`src/rtl/dsts_pkg.sv`:
```
// Shared types and constants for the data server table steering block.
// No dependencies; imported by the top level, the modulo unit and the testbench.
package dsts_pkg;

    // Table geometry
    localparam int MAX_DEVICES = 16;
    localparam int IDX_W       = 4;    // bits to address one table entry
    localparam int CNT_W       = 5;    // bits to hold a count up to MAX_DEVICES
    localparam int KEY_W       = 64;
    localparam int LEN_W       = 8;
    localparam int REQ_W       = 3;
    localparam int STATUS_W    = 2;
    localparam int CTR_W       = 32;

    // Device ids are 'D','S', zeros, then index+1 in the last byte
    localparam logic [KEY_W-1:0] ID_PREFIX = 64'h4453_0000_0000_0000;

    typedef enum logic [REQ_W-1:0] {
        REQ_REGISTER = 3'd0,
        REQ_SET_ROOT = 3'd1,
        REQ_STEER    = 3'd2,
        REQ_CHECK    = 3'd3,
        REQ_FIND     = 3'd4
    } t_req;

    typedef enum logic [STATUS_W-1:0] {
        STATUS_OK      = 2'd0,
        STATUS_IGNORED = 2'd1,
        STATUS_NONE    = 2'd2
    } t_status;

    typedef enum logic [1:0] {
        ST_IDLE,
        ST_MOD,
        ST_SCAN
    } t_state;

    // Result of the serial modulo unit
    typedef struct packed {
        logic             done;
        logic [CNT_W-1:0] remainder;
    } t_mod_res;

endpackage

```
`src/rtl/data_server_table_steering_top.sv`:
```
// Top level of the data server table: request sequencer, table storage and result register.
// Depends on dsts_pkg and dsts_mod_unit.
//
//   channel   handshake                 payload
//   request   i_in_valid / o_in_ready   i_req_type, i_entry_index, i_handle_length,
//                                       i_mount_key, i_device_id_high, i_device_id_low
//   result    o_out_valid / i_out_ready o_status, o_result_index, o_backing_hit,
//                                       o_entries_used, o_service_active
//   config    i_cfg_valid / o_cfg_ready i_cfg_feature_on
//
// Register, set root, undefined and early-out requests raise o_out_valid at the transfer edge.
// Check and find scan one entry per cycle through a shared compare.
// Steer with the gate on and servers present runs the 32-step serial modulo of the counter
// by the entry count, loads the start, then scans one entry per cycle.
// One request at a time; ready returns in the cycle after the result transfer.
// Reset is synchronous: table empty, counter zero, feature off. No clearing pass.
module data_server_table_steering_top #(
    parameter int MOUNT_ID_BYTES = 8
) (
    input  logic                          i_clk,
    input  logic                          i_rst_n,
    input  logic                          i_in_valid,
    output logic                          o_in_ready,
    input  logic [dsts_pkg::REQ_W-1:0]    i_req_type,
    input  logic [dsts_pkg::IDX_W-1:0]    i_entry_index,
    input  logic [dsts_pkg::LEN_W-1:0]    i_handle_length,
    input  logic [dsts_pkg::KEY_W-1:0]    i_mount_key,
    input  logic [dsts_pkg::KEY_W-1:0]    i_device_id_high,
    input  logic [dsts_pkg::KEY_W-1:0]    i_device_id_low,
    output logic                          o_out_valid,
    input  logic                          i_out_ready,
    output logic [dsts_pkg::STATUS_W-1:0] o_status,
    output logic [dsts_pkg::IDX_W-1:0]    o_result_index,
    output logic                          o_backing_hit,
    output logic [dsts_pkg::CNT_W-1:0]    o_entries_used,
    output logic                          o_service_active,
    input  logic                          i_cfg_valid,
    output logic                          o_cfg_ready,
    input  logic                          i_cfg_feature_on
);
    import dsts_pkg::*;

    localparam logic [KEY_W-1:0] KEY_MASK = {KEY_W{1'b1}} << (KEY_W - 8 * MOUNT_ID_BYTES);
    localparam logic [LEN_W-1:0] LONG_LEN = LEN_W'(MOUNT_ID_BYTES);
    localparam logic [CNT_W-1:0] MAX_CNT  = CNT_W'(MAX_DEVICES);

    // Control state
    t_state                 r_state, n_state;
    logic [CNT_W-1:0]       r_count, n_count;
    logic [CTR_W-1:0]       r_counter, n_counter;
    logic [MAX_DEVICES-1:0] r_ready;
    logic [MAX_DEVICES-1:0] r_long;
    logic                   r_feature;
    logic                   r_out_valid, n_out_valid;

    // Payload state
    logic [KEY_W-1:0]       r_keys [MAX_DEVICES];
    logic [REQ_W-1:0]       r_req;
    logic [KEY_W-1:0]       r_key;
    logic [KEY_W-1:0]       r_idl;
    logic [IDX_W-1:0]       r_k, n_k;
    logic [CNT_W-1:0]       r_i, n_i;
    logic [CTR_W-1:0]       r_sum, n_sum;
    logic [STATUS_W-1:0]    r_status, n_status;
    logic [IDX_W-1:0]       r_rindex, n_rindex;
    logic                   r_hit, n_hit;
    logic [CNT_W-1:0]       r_used, n_used;
    logic                   r_active, n_active;

    // Decode
    logic                   w_accept;
    logic                   w_steer_ok;
    logic                   w_go_check;
    logic                   w_go_find;
    logic                   w_reg_ok;
    logic                   w_set_ok;
    logic                   w_mod_start;
    t_mod_res               w_mod;

    // Scan datapath
    logic [IDX_W-1:0]       w_sel;
    logic [KEY_W-1:0]       w_cmp_a;
    logic [KEY_W-1:0]       w_cmp_b;
    logic [KEY_W-1:0]       w_cmp_m;
    logic                   w_eq;
    logic                   w_hit;
    logic                   w_last;
    logic [CNT_W-1:0]       w_i_inc;
    logic [CNT_W-1:0]       w_k_inc;
    logic [CTR_W-1:0]       w_sum_inc;

    assign o_in_ready  = (r_state == ST_IDLE) && !r_out_valid;
    assign o_cfg_ready = 1'b1;
    assign w_accept    = i_in_valid && o_in_ready;

    assign w_steer_ok  = r_feature && (r_count != '0);
    assign w_go_check  = (i_handle_length >= LONG_LEN) && (r_count != '0);
    assign w_go_find   = (i_device_id_high == ID_PREFIX) && (r_count != '0);
    assign w_reg_ok    = r_count < MAX_CNT;
    assign w_set_ok    = {1'b0, i_entry_index} < r_count;
    assign w_mod_start = w_accept && (i_req_type == REQ_STEER) && w_steer_ok;

    // Start offset of the round-robin scan: counter mod entry count
    dsts_mod_unit #(
        .DIVIDEND_W (CTR_W)
    ) u_mod (
        .i_clk      (i_clk),
        .i_rst_n    (i_rst_n),
        .i_start    (w_mod_start),
        .i_dividend (r_counter),
        .i_divisor  (r_count),
        .o_res      (w_mod)
    );

    // Shared compare: mount id for check, device id tail for find
    assign w_sel = (r_req == REQ_STEER) ? r_k : r_i[IDX_W-1:0];
    always_comb begin
        if (r_req == REQ_CHECK) begin
            w_cmp_a = r_keys[w_sel];
            w_cmp_b = r_key;
            w_cmp_m = KEY_MASK;
        end else begin
            w_cmp_a = r_idl;
            w_cmp_b = KEY_W'(r_i) + 1'b1;
            w_cmp_m = {KEY_W{1'b1}};
        end
    end
    assign w_eq = ((w_cmp_a ^ w_cmp_b) & w_cmp_m) == '0;

    always_comb begin
        unique case (r_req)
            REQ_STEER: w_hit = r_ready[w_sel];
            REQ_CHECK: w_hit = r_long[w_sel] && w_eq;
            REQ_FIND:  w_hit = w_eq;
            default:   w_hit = 1'b0;
        endcase
    end

    assign w_i_inc   = r_i + 1'b1;
    assign w_last    = w_i_inc == r_count;
    assign w_k_inc   = {1'b0, r_k} + 1'b1;
    assign w_sum_inc = r_sum + 1'b1;

    // Next state
    always_comb begin
        n_state = r_state;
        unique case (r_state)
            ST_IDLE: begin
                if (w_accept) begin
                    if ((i_req_type == REQ_STEER) && w_steer_ok) begin
                        n_state = ST_MOD;
                    end else if ((i_req_type == REQ_CHECK) && w_go_check) begin
                        n_state = ST_SCAN;
                    end else if ((i_req_type == REQ_FIND) && w_go_find) begin
                        n_state = ST_SCAN;
                    end
                end
            end
            ST_MOD: begin
                if (w_mod.done) begin
                    n_state = ST_SCAN;
                end
            end
            ST_SCAN: begin
                if (w_hit || w_last) begin
                    n_state = ST_IDLE;
                end
            end
            default: n_state = ST_IDLE;
        endcase
    end

    // Datapath and result values
    always_comb begin
        n_count     = r_count;
        n_counter   = r_counter;
        n_k         = r_k;
        n_i         = r_i;
        n_sum       = r_sum;
        n_out_valid = r_out_valid && !i_out_ready;
        n_status    = r_status;
        n_rindex    = r_rindex;
        n_hit       = r_hit;
        unique case (r_state)
            ST_IDLE: begin
                if (w_accept) begin
                    n_out_valid = 1'b1;
                    n_status    = STATUS_IGNORED;
                    n_rindex    = '0;
                    n_hit       = 1'b0;
                    unique case (i_req_type)
                        REQ_REGISTER: begin
                            if (w_reg_ok) begin
                                n_count  = r_count + 1'b1;
                                n_status = STATUS_OK;
                                n_rindex = r_count[IDX_W-1:0];
                            end
                        end
                        REQ_SET_ROOT: begin
                            if (w_set_ok) begin
                                n_status = STATUS_OK;
                                n_rindex = i_entry_index;
                            end
                        end
                        REQ_STEER: begin
                            n_status = STATUS_NONE;
                            if (w_steer_ok) begin
                                n_out_valid = 1'b0;
                                n_counter   = r_counter + 1'b1;
                                n_sum       = r_counter;
                            end
                        end
                        REQ_CHECK: begin
                            n_status = STATUS_OK;
                            if (w_go_check) begin
                                n_out_valid = 1'b0;
                                n_i         = '0;
                            end
                        end
                        REQ_FIND: begin
                            n_status = STATUS_NONE;
                            if (w_go_find) begin
                                n_out_valid = 1'b0;
                                n_i         = '0;
                            end
                        end
                        default: ;
                    endcase
                end
            end
            ST_MOD: begin
                if (w_mod.done) begin
                    n_k = w_mod.remainder[IDX_W-1:0];
                    n_i = '0;
                end
            end
            ST_SCAN: begin
                if (w_hit) begin
                    n_out_valid = 1'b1;
                    n_status    = STATUS_OK;
                    n_rindex    = (r_req == REQ_CHECK) ? '0 : w_sel;
                    n_hit       = r_req == REQ_CHECK;
                end else if (w_last) begin
                    n_out_valid = 1'b1;
                    n_status    = (r_req == REQ_CHECK) ? STATUS_OK : STATUS_NONE;
                    n_rindex    = '0;
                    n_hit       = 1'b0;
                end else begin
                    n_i   = w_i_inc;
                    n_sum = w_sum_inc;
                    // Restart at entry zero when the 32-bit sum wraps
                    if (w_sum_inc == '0) begin
                        n_k = '0;
                    end else if (w_k_inc == r_count) begin
                        n_k = '0;
                    end else begin
                        n_k = w_k_inc[IDX_W-1:0];
                    end
                end
            end
            default: ;
        endcase
        n_used   = n_count;
        n_active = r_feature && (n_count != '0);
    end

    // Control registers and ready/long flags of the table
    always_ff @(posedge i_clk) begin
        if (!i_rst_n) begin
            r_state     <= ST_IDLE;
            r_count     <= '0;
            r_counter   <= '0;
            r_ready     <= '0;
            r_long      <= '0;
            r_feature   <= 1'b0;
            r_out_valid <= 1'b0;
        end else begin
            r_state     <= n_state;
            r_count     <= n_count;
            r_counter   <= n_counter;
            r_out_valid <= n_out_valid;
            if (i_cfg_valid) begin
                r_feature <= i_cfg_feature_on;
            end
            if (w_accept && (i_req_type == REQ_REGISTER) && w_reg_ok) begin
                r_ready[r_count[IDX_W-1:0]] <= 1'b0;
                r_long[r_count[IDX_W-1:0]]  <= 1'b0;
            end
            if (w_accept && (i_req_type == REQ_SET_ROOT) && w_set_ok) begin
                r_ready[i_entry_index] <= i_handle_length != '0;
                r_long[i_entry_index]  <= i_handle_length >= LONG_LEN;
            end
        end
    end

    // Payload registers: mount keys, captured request, scan state, result
    always_ff @(posedge i_clk) begin
        if (w_accept) begin
            r_req <= i_req_type;
            r_key <= i_mount_key;
            r_idl <= i_device_id_low;
        end
        if (w_accept && (i_req_type == REQ_SET_ROOT) && w_set_ok) begin
            r_keys[i_entry_index] <= i_mount_key;
        end
        r_k      <= n_k;
        r_i      <= n_i;
        r_sum    <= n_sum;
        r_status <= n_status;
        r_rindex <= n_rindex;
        r_hit    <= n_hit;
        r_used   <= n_used;
        r_active <= n_active;
    end

    assign o_out_valid      = r_out_valid;
    assign o_status         = r_status;
    assign o_result_index   = r_rindex;
    assign o_backing_hit    = r_hit;
    assign o_entries_used   = r_used;
    assign o_service_active = r_active;

endmodule

```
`src/rtl/dsts_mod_unit.sv`:
```
// Bit-serial restoring modulo: dividend mod divisor, one dividend bit per cycle.
// Depends on dsts_pkg (CNT_W, t_mod_res).
module dsts_mod_unit #(
    parameter int DIVIDEND_W = 32
) (
    input  logic                      i_clk,
    input  logic                      i_rst_n,
    input  logic                      i_start,
    input  logic [DIVIDEND_W-1:0]     i_dividend,
    input  logic [dsts_pkg::CNT_W-1:0] i_divisor,
    output dsts_pkg::t_mod_res        o_res
);
    import dsts_pkg::*;

    localparam int BITS_W = $clog2(DIVIDEND_W + 1);

    logic [DIVIDEND_W-1:0] r_dvd;
    logic [CNT_W-1:0]      r_div;
    logic [CNT_W-1:0]      r_rem;
    logic [BITS_W-1:0]     r_bits;
    logic                  r_busy;
    logic                  r_done;
    logic [CNT_W:0]        w_trial;
    logic [CNT_W:0]        w_diff;

    // Shift in the next dividend bit and try to subtract the divisor
    assign w_trial = {r_rem, r_dvd[DIVIDEND_W-1]};
    assign w_diff  = w_trial - {1'b0, r_div};

    // Control: busy while bits remain, pulse done after the last one
    always_ff @(posedge i_clk) begin
        if (!i_rst_n) begin
            r_busy <= 1'b0;
            r_done <= 1'b0;
            r_bits <= '0;
        end else begin
            r_done <= 1'b0;
            if (i_start) begin
                r_busy <= 1'b1;
                r_bits <= BITS_W'(DIVIDEND_W);
            end else if (r_busy) begin
                r_bits <= r_bits - 1'b1;
                if (r_bits == BITS_W'(1)) begin
                    r_busy <= 1'b0;
                    r_done <= 1'b1;
                end
            end
        end
    end

    // Datapath: one restoring step per cycle
    always_ff @(posedge i_clk) begin
        if (i_start) begin
            r_dvd <= i_dividend;
            r_div <= i_divisor;
            r_rem <= '0;
        end else if (r_busy) begin
            r_dvd <= {r_dvd[DIVIDEND_W-2:0], 1'b0};
            if (w_trial >= {1'b0, r_div}) begin
                r_rem <= w_diff[CNT_W-1:0];
            end else begin
                r_rem <= w_trial[CNT_W-1:0];
            end
        end
    end

    assign o_res.done      = r_done;
    assign o_res.remainder = r_rem;

endmodule

```
`config.mk`:
```
export PLATFORM = sky130hd
export DESIGN_NAME = data_server_table_steering_top
export DESIGN_NICKNAME = d
export VERILOG_FILES = /design/src/rtl/dsts_pkg.sv /design/src/rtl/data_server_table_steering_top.sv /design/src/rtl/dsts_mod_unit.sv
export SDC_FILE = /design/constraint.sdc
export NUM_CORES = 2
export LEC_CHECK = 0
export ABC_AREA = 1
export BUFFER_PORTS_ARGS = -buffer_cell sky130_fd_sc_hd__buf_2
export CORE_ASPECT_RATIO = 1.2
export CORE_MARGIN = 3
export CORE_UTILIZATION = 30
export CTS_BUF_LIST = sky130_fd_sc_hd__clkbuf_4 sky130_fd_sc_hd__clkbuf_8 sky130_fd_sc_hd__clkbuf_16
export DETAILED_ROUTE_END_ITERATION = 16
export PLACE_DENSITY = 0.49
export RECOVER_POWER = 100
export SLEW_MARGIN = 20
export SYNTH_ARGS = -nofsm -noshare
export SYNTH_HDL_FRONTEND = slang
export SYNTH_HIERARCHICAL = 1
export SYNTH_SLANG_ARGS = --single-unit
```
`constraint.sdc`:
```
create_clock -name i_clk -period 25.3 [get_ports i_clk]
set_input_delay 2.53 -clock i_clk [delete_from_list [all_inputs] [get_ports i_clk]]
set_output_delay 2.53 -clock i_clk [all_outputs]
set_load 0.005 [all_outputs]
```
## Word level (Yosys, flattened, before mapping)

Memory sizes are Yosys's and may differ from the RTL's.
Index checks and enable logic that the tools add are counted.

- Flip-flop bits (word level): 308
- Latch bits: 0
- Bits in writable memories: 1,024
- Bits in read-only memories: 0
- Output and inout bits: 16
- Logic and storage cells: 206
- Memories: 1

- Add/sub/neg operators: 8
- Multipliers: 0
- Divide/modulo/power cells: 0
- Magnitude comparators: 9
- Equality and inequality tests: 25
- Shifts and indexed selects: 0
- Mux-type cells: 90
- Bitwise gates (word level): 6
- Reductions and logical operators: 42

Memory list:

| memory | words | bits a word | read ports | clocked after Yosys merged registers in | wr ports | RTL line | source |
|---|---|---|---|---|---|---|---|
| r_keys | 16 | 64 | 1 | 0 | 1 | data_server_table_steering_top.sv:57 | `logic [KEY_W-1:0] r_keys [MAX_DEVICES];` |

Operator list:

| kind | number |
|---|---|
| two-way mux 32 bit | 7 |
| two-way mux 64 bit | 2 |
| two-way mux 16 bit | 6 |
| adder 32 x 1 -> 32 bit, second input constant | 2 |
| == test 64 x 63 -> 1 bit, second input constant | 1 |
| zero test 64 bit | 1 |
| case mux 32 bit (2 select lines) | 1 |
| bitwise XOR 64 bit | 1 |
| two-way mux 5 bit | 11 |
| two-way mux 4 bit | 12 |
| AND 16 bit | 2 |
| bitwise mux 16 bit | 2 |
| zero test 32 bit | 1 |
| case mux 4 bit (2 select lines) | 3 |
| two-way mux 1 bit | 21 |
| two-way mux 2 bit | 10 |
| logical AND 1 bit | 19 |
| inverter 16 bit | 1 |
| less-than comparator 4 x 5 -> 1 bit, second input constant | 3 |
| case mux 5 bit (3 select lines) | 1 |
| == test 3 x 2 -> 1 bit, second input constant | 4 |
| two-way mux 6 bit | 2 |
| AND reduction 4 bit | 3 |
| adder 5 x 1 -> 5 bit, second input constant | 2 |
| 42 further kinds | 62 |

## Longest topological paths before layout

An unclocked memory read counts as a cell.

- Depth after elaboration: 11
- Gate-level depth with buffers: 25
- Depth with buffers taken out: 23

## Modules after synthesis

Netlist, hierarchy kept.

Modules (own cells, without submodules):

| module | instances | cells each | area an instance (um^2) | sequential area each (um^2) |
|---|---|---|---|---|
| data_server_table_steering_top | 1 | 5,412 | 55,949.9 | 37,706.2 |
| dsts_mod_unit | 1 | 268 | 2,374.8 | 1,371.3 |

## Least setup slack after synthesis

No wires, ideal clock.

- Path type: input-to-reg
- From: input i_in_valid
- To: register r_ready[2]
- Library setup time: 129 ps
- Arrival: 12,490 ps
- Required time: 25,171 ps
- Path slack: 12,681 ps
- Cell stages on the path: 12
- Cell sequence: nor3b_2 inv_1 nor2_1 inv_1 nor2_1 inv_1 nor3_1 inv_1 nor2_1 inv_1 o21ai_0 a21oi_1

- Longest elaborated chain between the ends: 7
- Elaborated cells on any way between the ends: 9
- Classes of those cells: 4 x mux; 5 x reduce/logical

Ends and longest elaborated chain:

| what | RTL line | source |
|---|---|---|
| start, declared | data_server_table_steering_top.sv:22 | `input logic i_in_valid,` |
| logical AND 1 bit (*) | data_server_table_steering_top.sv:94 | `assign w_accept = i_in_valid && o_in_ready;` |
| logical AND 1 bit (2 in series) | data_server_table_steering_top.sv:285 | `if (w_accept && (i_req_type == REQ_REGISTER) && w_reg_ok) begin` |
| two-way mux 16 bit | data_server_table_steering_top.sv:285 |  |
| two-way mux 16 bit | data_server_table_steering_top.sv:269 | `if (!i_rst_n) begin` |
| bitwise mux 16 bit | data_server_table_steering_top.sv:290 | `r_ready[i_entry_index] <= i_handle_length != '0;` |
| two-way mux 16 bit (*) | data_server_table_steering_top.sv:289 | `if (w_accept && (i_req_type == REQ_SET_ROOT) && w_set_ok) begin` |
| end signal, assigned | data_server_table_steering_top.sv:273 | `r_ready <= '0;` |
| end signal, assigned by index | data_server_table_steering_top.sv:286 | `r_ready[r_count[IDX_W-1:0]] <= 1'b0;` |
| end signal, assigned by index | data_server_table_steering_top.sv:290 |  |
| end, declared | data_server_table_steering_top.sv:51 | `logic [MAX_DEVICES-1:0] r_ready;` |

Every way passes the cells marked *; elsewhere a longest branch is shown, timed or not. The select of a mux whose other input is x is not followed.
A chain may end at the register's enable or synchronous reset.

## Worst setup path after layout

- From: register r_req[1]
- To: register r_sum[28], enable pin

- Longest elaborated chain between the ends: 10
- Elaborated cells on any way between the ends: 17
- Classes of those cells: 4 x eq/ne; 8 x mux; 1 x bitwise; 3 x reduce/logical; 1 x memory

Ends and longest elaborated chain:

| what | RTL line | source |
|---|---|---|
| start, declared | data_server_table_steering_top.sv:58 | `logic [REQ_W-1:0] r_req;` |
| start signal, assigned | data_server_table_steering_top.sv:299 | `r_req <= i_req_type;` |
| == test 3 x 2 -> 1 bit | data_server_table_steering_top.sv:116, data_server_table_steering_top.sv:131 |  |
| two-way mux 4 bit | data_server_table_steering_top.sv:116 | `assign w_sel = (r_req == REQ_STEER) ? r_k : r_i[IDX_W-1:0];` |
| memory (16 x 64 bit) | n/a |  |
| two-way mux 64 bit | data_server_table_steering_top.sv:118 | `if (r_req == REQ_CHECK) begin` |
| bitwise XOR 64 bit | data_server_table_steering_top.sv:128 | `assign w_eq = ((w_cmp_a ^ w_cmp_b) & w_cmp_m) == '0;` |
| zero test 64 bit | data_server_table_steering_top.sv:128 |  |
| logical AND 1 bit | data_server_table_steering_top.sv:133 | `REQ_CHECK: w_hit = r_long[w_sel] && w_eq;` |
| case mux 1 bit (3 select lines) (*) | data_server_table_steering_top.sv:131 | `unique case (r_req)` |
| inequality test 2 bit (no source line) (*) | n/a |  |
| AND reduction 6 bit (no source line) (*) | n/a |  |
| end signal, assigned | data_server_table_steering_top.sv:308 | `r_sum <= n_sum;` |
| end, declared | data_server_table_steering_top.sv:63 | `logic [CTR_W-1:0] r_sum, n_sum;` |

Marked as above.

==> out/results.txt <==
Cts repair resizes -> 0
Ports -> 229
Crit path time final -> 14900 ps
Via-to-Cell Ratio -> 4.70
Die Y -> 489 um
CTS tree -> built
RR Endpoint -> r_sum[28]
Synth Cell Area -> 58300 um2
Synth area leader -> edfxtp_1
Num rows -> 176
Share of cells above drive strength 1 -> 7.54%
Post-CTS setup buffers -> 0
Setup Crit Path Kind -> register to register
Async S/R FF share, synth -> 0%
Synth top area share -> 63.8%
Most frequent cell after synthesis -> nand2_1
Die ar. -> 200000 um2
Routability congestion estimate -> 0.805
ANT nets after route -> 0
DRT Wirelength -> 172000 um
Area contributors post-synth -> edfxtp_1 (64%), nand2_1 (11%), nand3_1 (6.7%), inv_1 (4.8%), dfxtp_1 (3.2%)
Hold Crit Start -> r_ready[3]
IO Port Bufs -> 227
Clock Tree Root -> clkbuf_16
Leak -> 0.0260 uW
Vias in the first global route -> 38882
Post-DP HPWL -> 95000 um
Rel. slew slack -> -217%
#FFs+latches synth -> 1332
Sequential-to-total area share from yosys stat -> 67.0%
Drc violations -> 0
Hold endpoint -> r_ready[3]
Crit-path max FO -> 203
Slowest CP cell -> nand2_1
Top post-synthesis cells by count -> nand2_1 (1693), edfxtp_1 (1240), nand3_1 (780)
First drt pass iteration count -> 6
Most used flip-flop cell after synthesis -> edfxtp_1
Setup crit end kind -> register
Arrival @ worst endpoint -> 15380 ps
Antenna violations before repair -> 27
Fmax -> 67.1 MHz
Worst reg-to-reg path cell count -> 25
PwrDens -> 76.0 nW/um2
Clock Pin Slew Worst Setup and Hold Paths -> 60 ps
Core region area -> 192000 um2
GRT overflow -> 0
Outcome -> complete, but fails checks
Final setup viols -> 0
Final Hold Viols -> 0
Post-Synthesis Cells -> 5680
Pin count of the biggest net entering global routing -> 204
MaxCap Viol Count -> 48
Nets -> 6105
Vias -> 40340
RSZ-0062 raised after global routing -> false
Critical Path Max Stage Delay -> 3580 ps
Final period util -> 58.9%
Multi-input gate area -> 15200 um2
Syn avg cell area -> 10.3 um2
First-pass GRT wire length -> 253000 um
Worst skew pair latency -> 800 ps
Die Wd -> 409 um
Worst endpoint required time -> 25780 ps
Startpoint Class -> register
CP dominant cell by count -> nand2_1
Clock sink count -> 1332
Initial Util -> 30.3%
Area Overhead vs Synth -> 14.2%
Hold path depth -> 2
Failing checks -> max-capacitance violations, max-slew violations
R2R setup slack -> 10400 ps
Hold Path Class -> register to register
Wire per inst -> 20.0 um
Final worst slack -> 10400 ps
Cts bufs inserted -> 150
CTS max path bufs -> 3
Setup WS pre-CTS -> 17510 ps
GR Util All Layers -> 16.9%
Fill cell count -> 19384
Storage element area -> 39100 um2
Slew of the pin with the lowest slew margin -> 4760 ps
YS warnings -> 6
Worst Skew -> 31.7 ps
DR iter-0 viols -> 2990
Hold buffers post-CTS -> 0
Count of different cell masters after synthesis -> 57
Pins Over Slew Limit -> 1650
VDD IR max -> 0.0727 mV
R2R Path Start -> r_req[1]
Post-Route Setup TNS -> 0 ps
Syn nets -> 5914
Post-synth EDFFs -> 1240
Htree depth -> 4
==> sequential cells by signal, summed over array words and instances, names as in the netlist, 3 cells and up <==
name	flops
r_k	4
r_idl	64
u_mod/r_div	5
u_mod/r_dvd	32
r_req	3
r_count	5
r_counter	32
o_entries_used	5
r_ready	16
u_mod/r_rem	5
r_keys	1024
r_sum	32
r_long	16
r_key	64
o_result_index	4
u_mod/r_bits	6
r_i	5
==> layout by cell type (no fill, tap or decap), types with 5 or more instances in the layout <==
| cell | Yosys | final |
|---|---|---|
| a21oi_1 | 60 | 60 |
| inv_1 | 751 | 751 |
| or2_2 | 5 | 5 |
| clkbuf_4 | 0 | 39 |
| xnor2_1 | 7 | 7 |
| inv_6 | 0 | 5 |
| clkbuf_1 | 87 | 128 |
| diode_2 | 0 | 11 |
| clkinv_1 | 0 | 35 |
| nand3_1 | 780 | 781 |
| xor2_1 | 34 | 34 |
| nor2_2 | 7 | 6 |
| o21ai_0 | 112 | 113 |
| dfxtp_1 | 92 | 92 |
| a211oi_1 | 13 | 13 |
| ha_1 | 20 | 20 |
| nand3b_1 | 50 | 50 |
| nor3_1 | 39 | 40 |
| nand2_1 | 1693 | 1693 |
| o211ai_1 | 88 | 88 |
| o22ai_1 | 6 | 6 |
| clkinv_2 | 0 | 25 |
| nor2_1 | 282 | 280 |
| clkinv_8 | 0 | 6 |
| buf_2 | 153 | 143 |
| edfxtp_1 | 1240 | 1240 |
| buf_4 | 6 | 29 |
| o221ai_1 | 5 | 5 |
| nor4_1 | 35 | 34 |
| nand4_1 | 24 | 25 |
| clkbuf_16 | 0 | 153 |
==> worst max path at each step <==
stage                     from          to
floorplan           i_in_valid  r_ready[2]
global placement      r_req[1]   r_sum[31]
detailed placement    r_req[1]   r_sum[29]
CTS                   r_req[1]   r_sum[29]
global route          r_req[1]   r_sum[28]
finish                r_req[1]   r_sum[28]
==> power by group <==
group | internal [uW] | switching (uW)
registers | 2450 | 15.0
clock network | 1200 | 899
logic | 138 | 371
==> stage by stage <==
step	power, uW	cells	hold slack, ps	area (um2)	util [%]
floorplan	2820	5680	403	58300	-
global placement	3010	8300	465	62300	32.4
detailed placement	3010	8300	467	62300	32.4
CTS	5130	8573	475	67000	34.8
global route	5270	8574	495	66600	34.6
finish	5060	8584	477	66600	34.6
==> logic make-up (layout without fill, tap and decap cells) <==
kind of cell / count (synthesis) / in the layout / share of synthesized area [%]
AO/OA/AOI/OAI: 323 / 323 / 3.43
XOR/XNOR: 41 / 41 / 0.616
adder cells (fa/ha/maj): 21 / 21 / 0.463
buffers and inverters: 1023 / 1335 / 6.98
flip-flops: 1332 / 1332 / 67.0
other: 1 / 12 / 0.00643
AND/OR/NAND/NOR: 2939 / 2939 / 21.5
==> layout make-up <==
| cell class | count | area share [%] |
|---|---|---|
| repair buffers | 303 | 2.21 |
| well taps | 2581 | 4.85 |
| flip-flops and latches | 1332 | 58.7 |
| clock buffers | 194 | 6.23 |
| diodes | 11 | 0.0413 |
| multi-input cells | 3325 | 22.8 |
| clock inverters | 79 | 0.900 |
| inverters | 759 | 4.29 |
==> per-layer routing <==
layer / global-route usage, % / up-vias / part of all wire [%]
li1: - / 19388 / -
met1: 22.0 / 19404 / 43
met2: 27.6 / 1211 / 46
met3: 3.54 / 317 / 6.4
met4: 6.66 / 20 / 3.6
met5: 0 / - / 0.078
==> critical path, delay by kind of cell (launching register included) <==
kind	cells	cell delay [ps]
DFF	1	440
and+or+nand+nor	20	7010
buffers and inverters	5	6850
(Power assumes the default switching activity.)
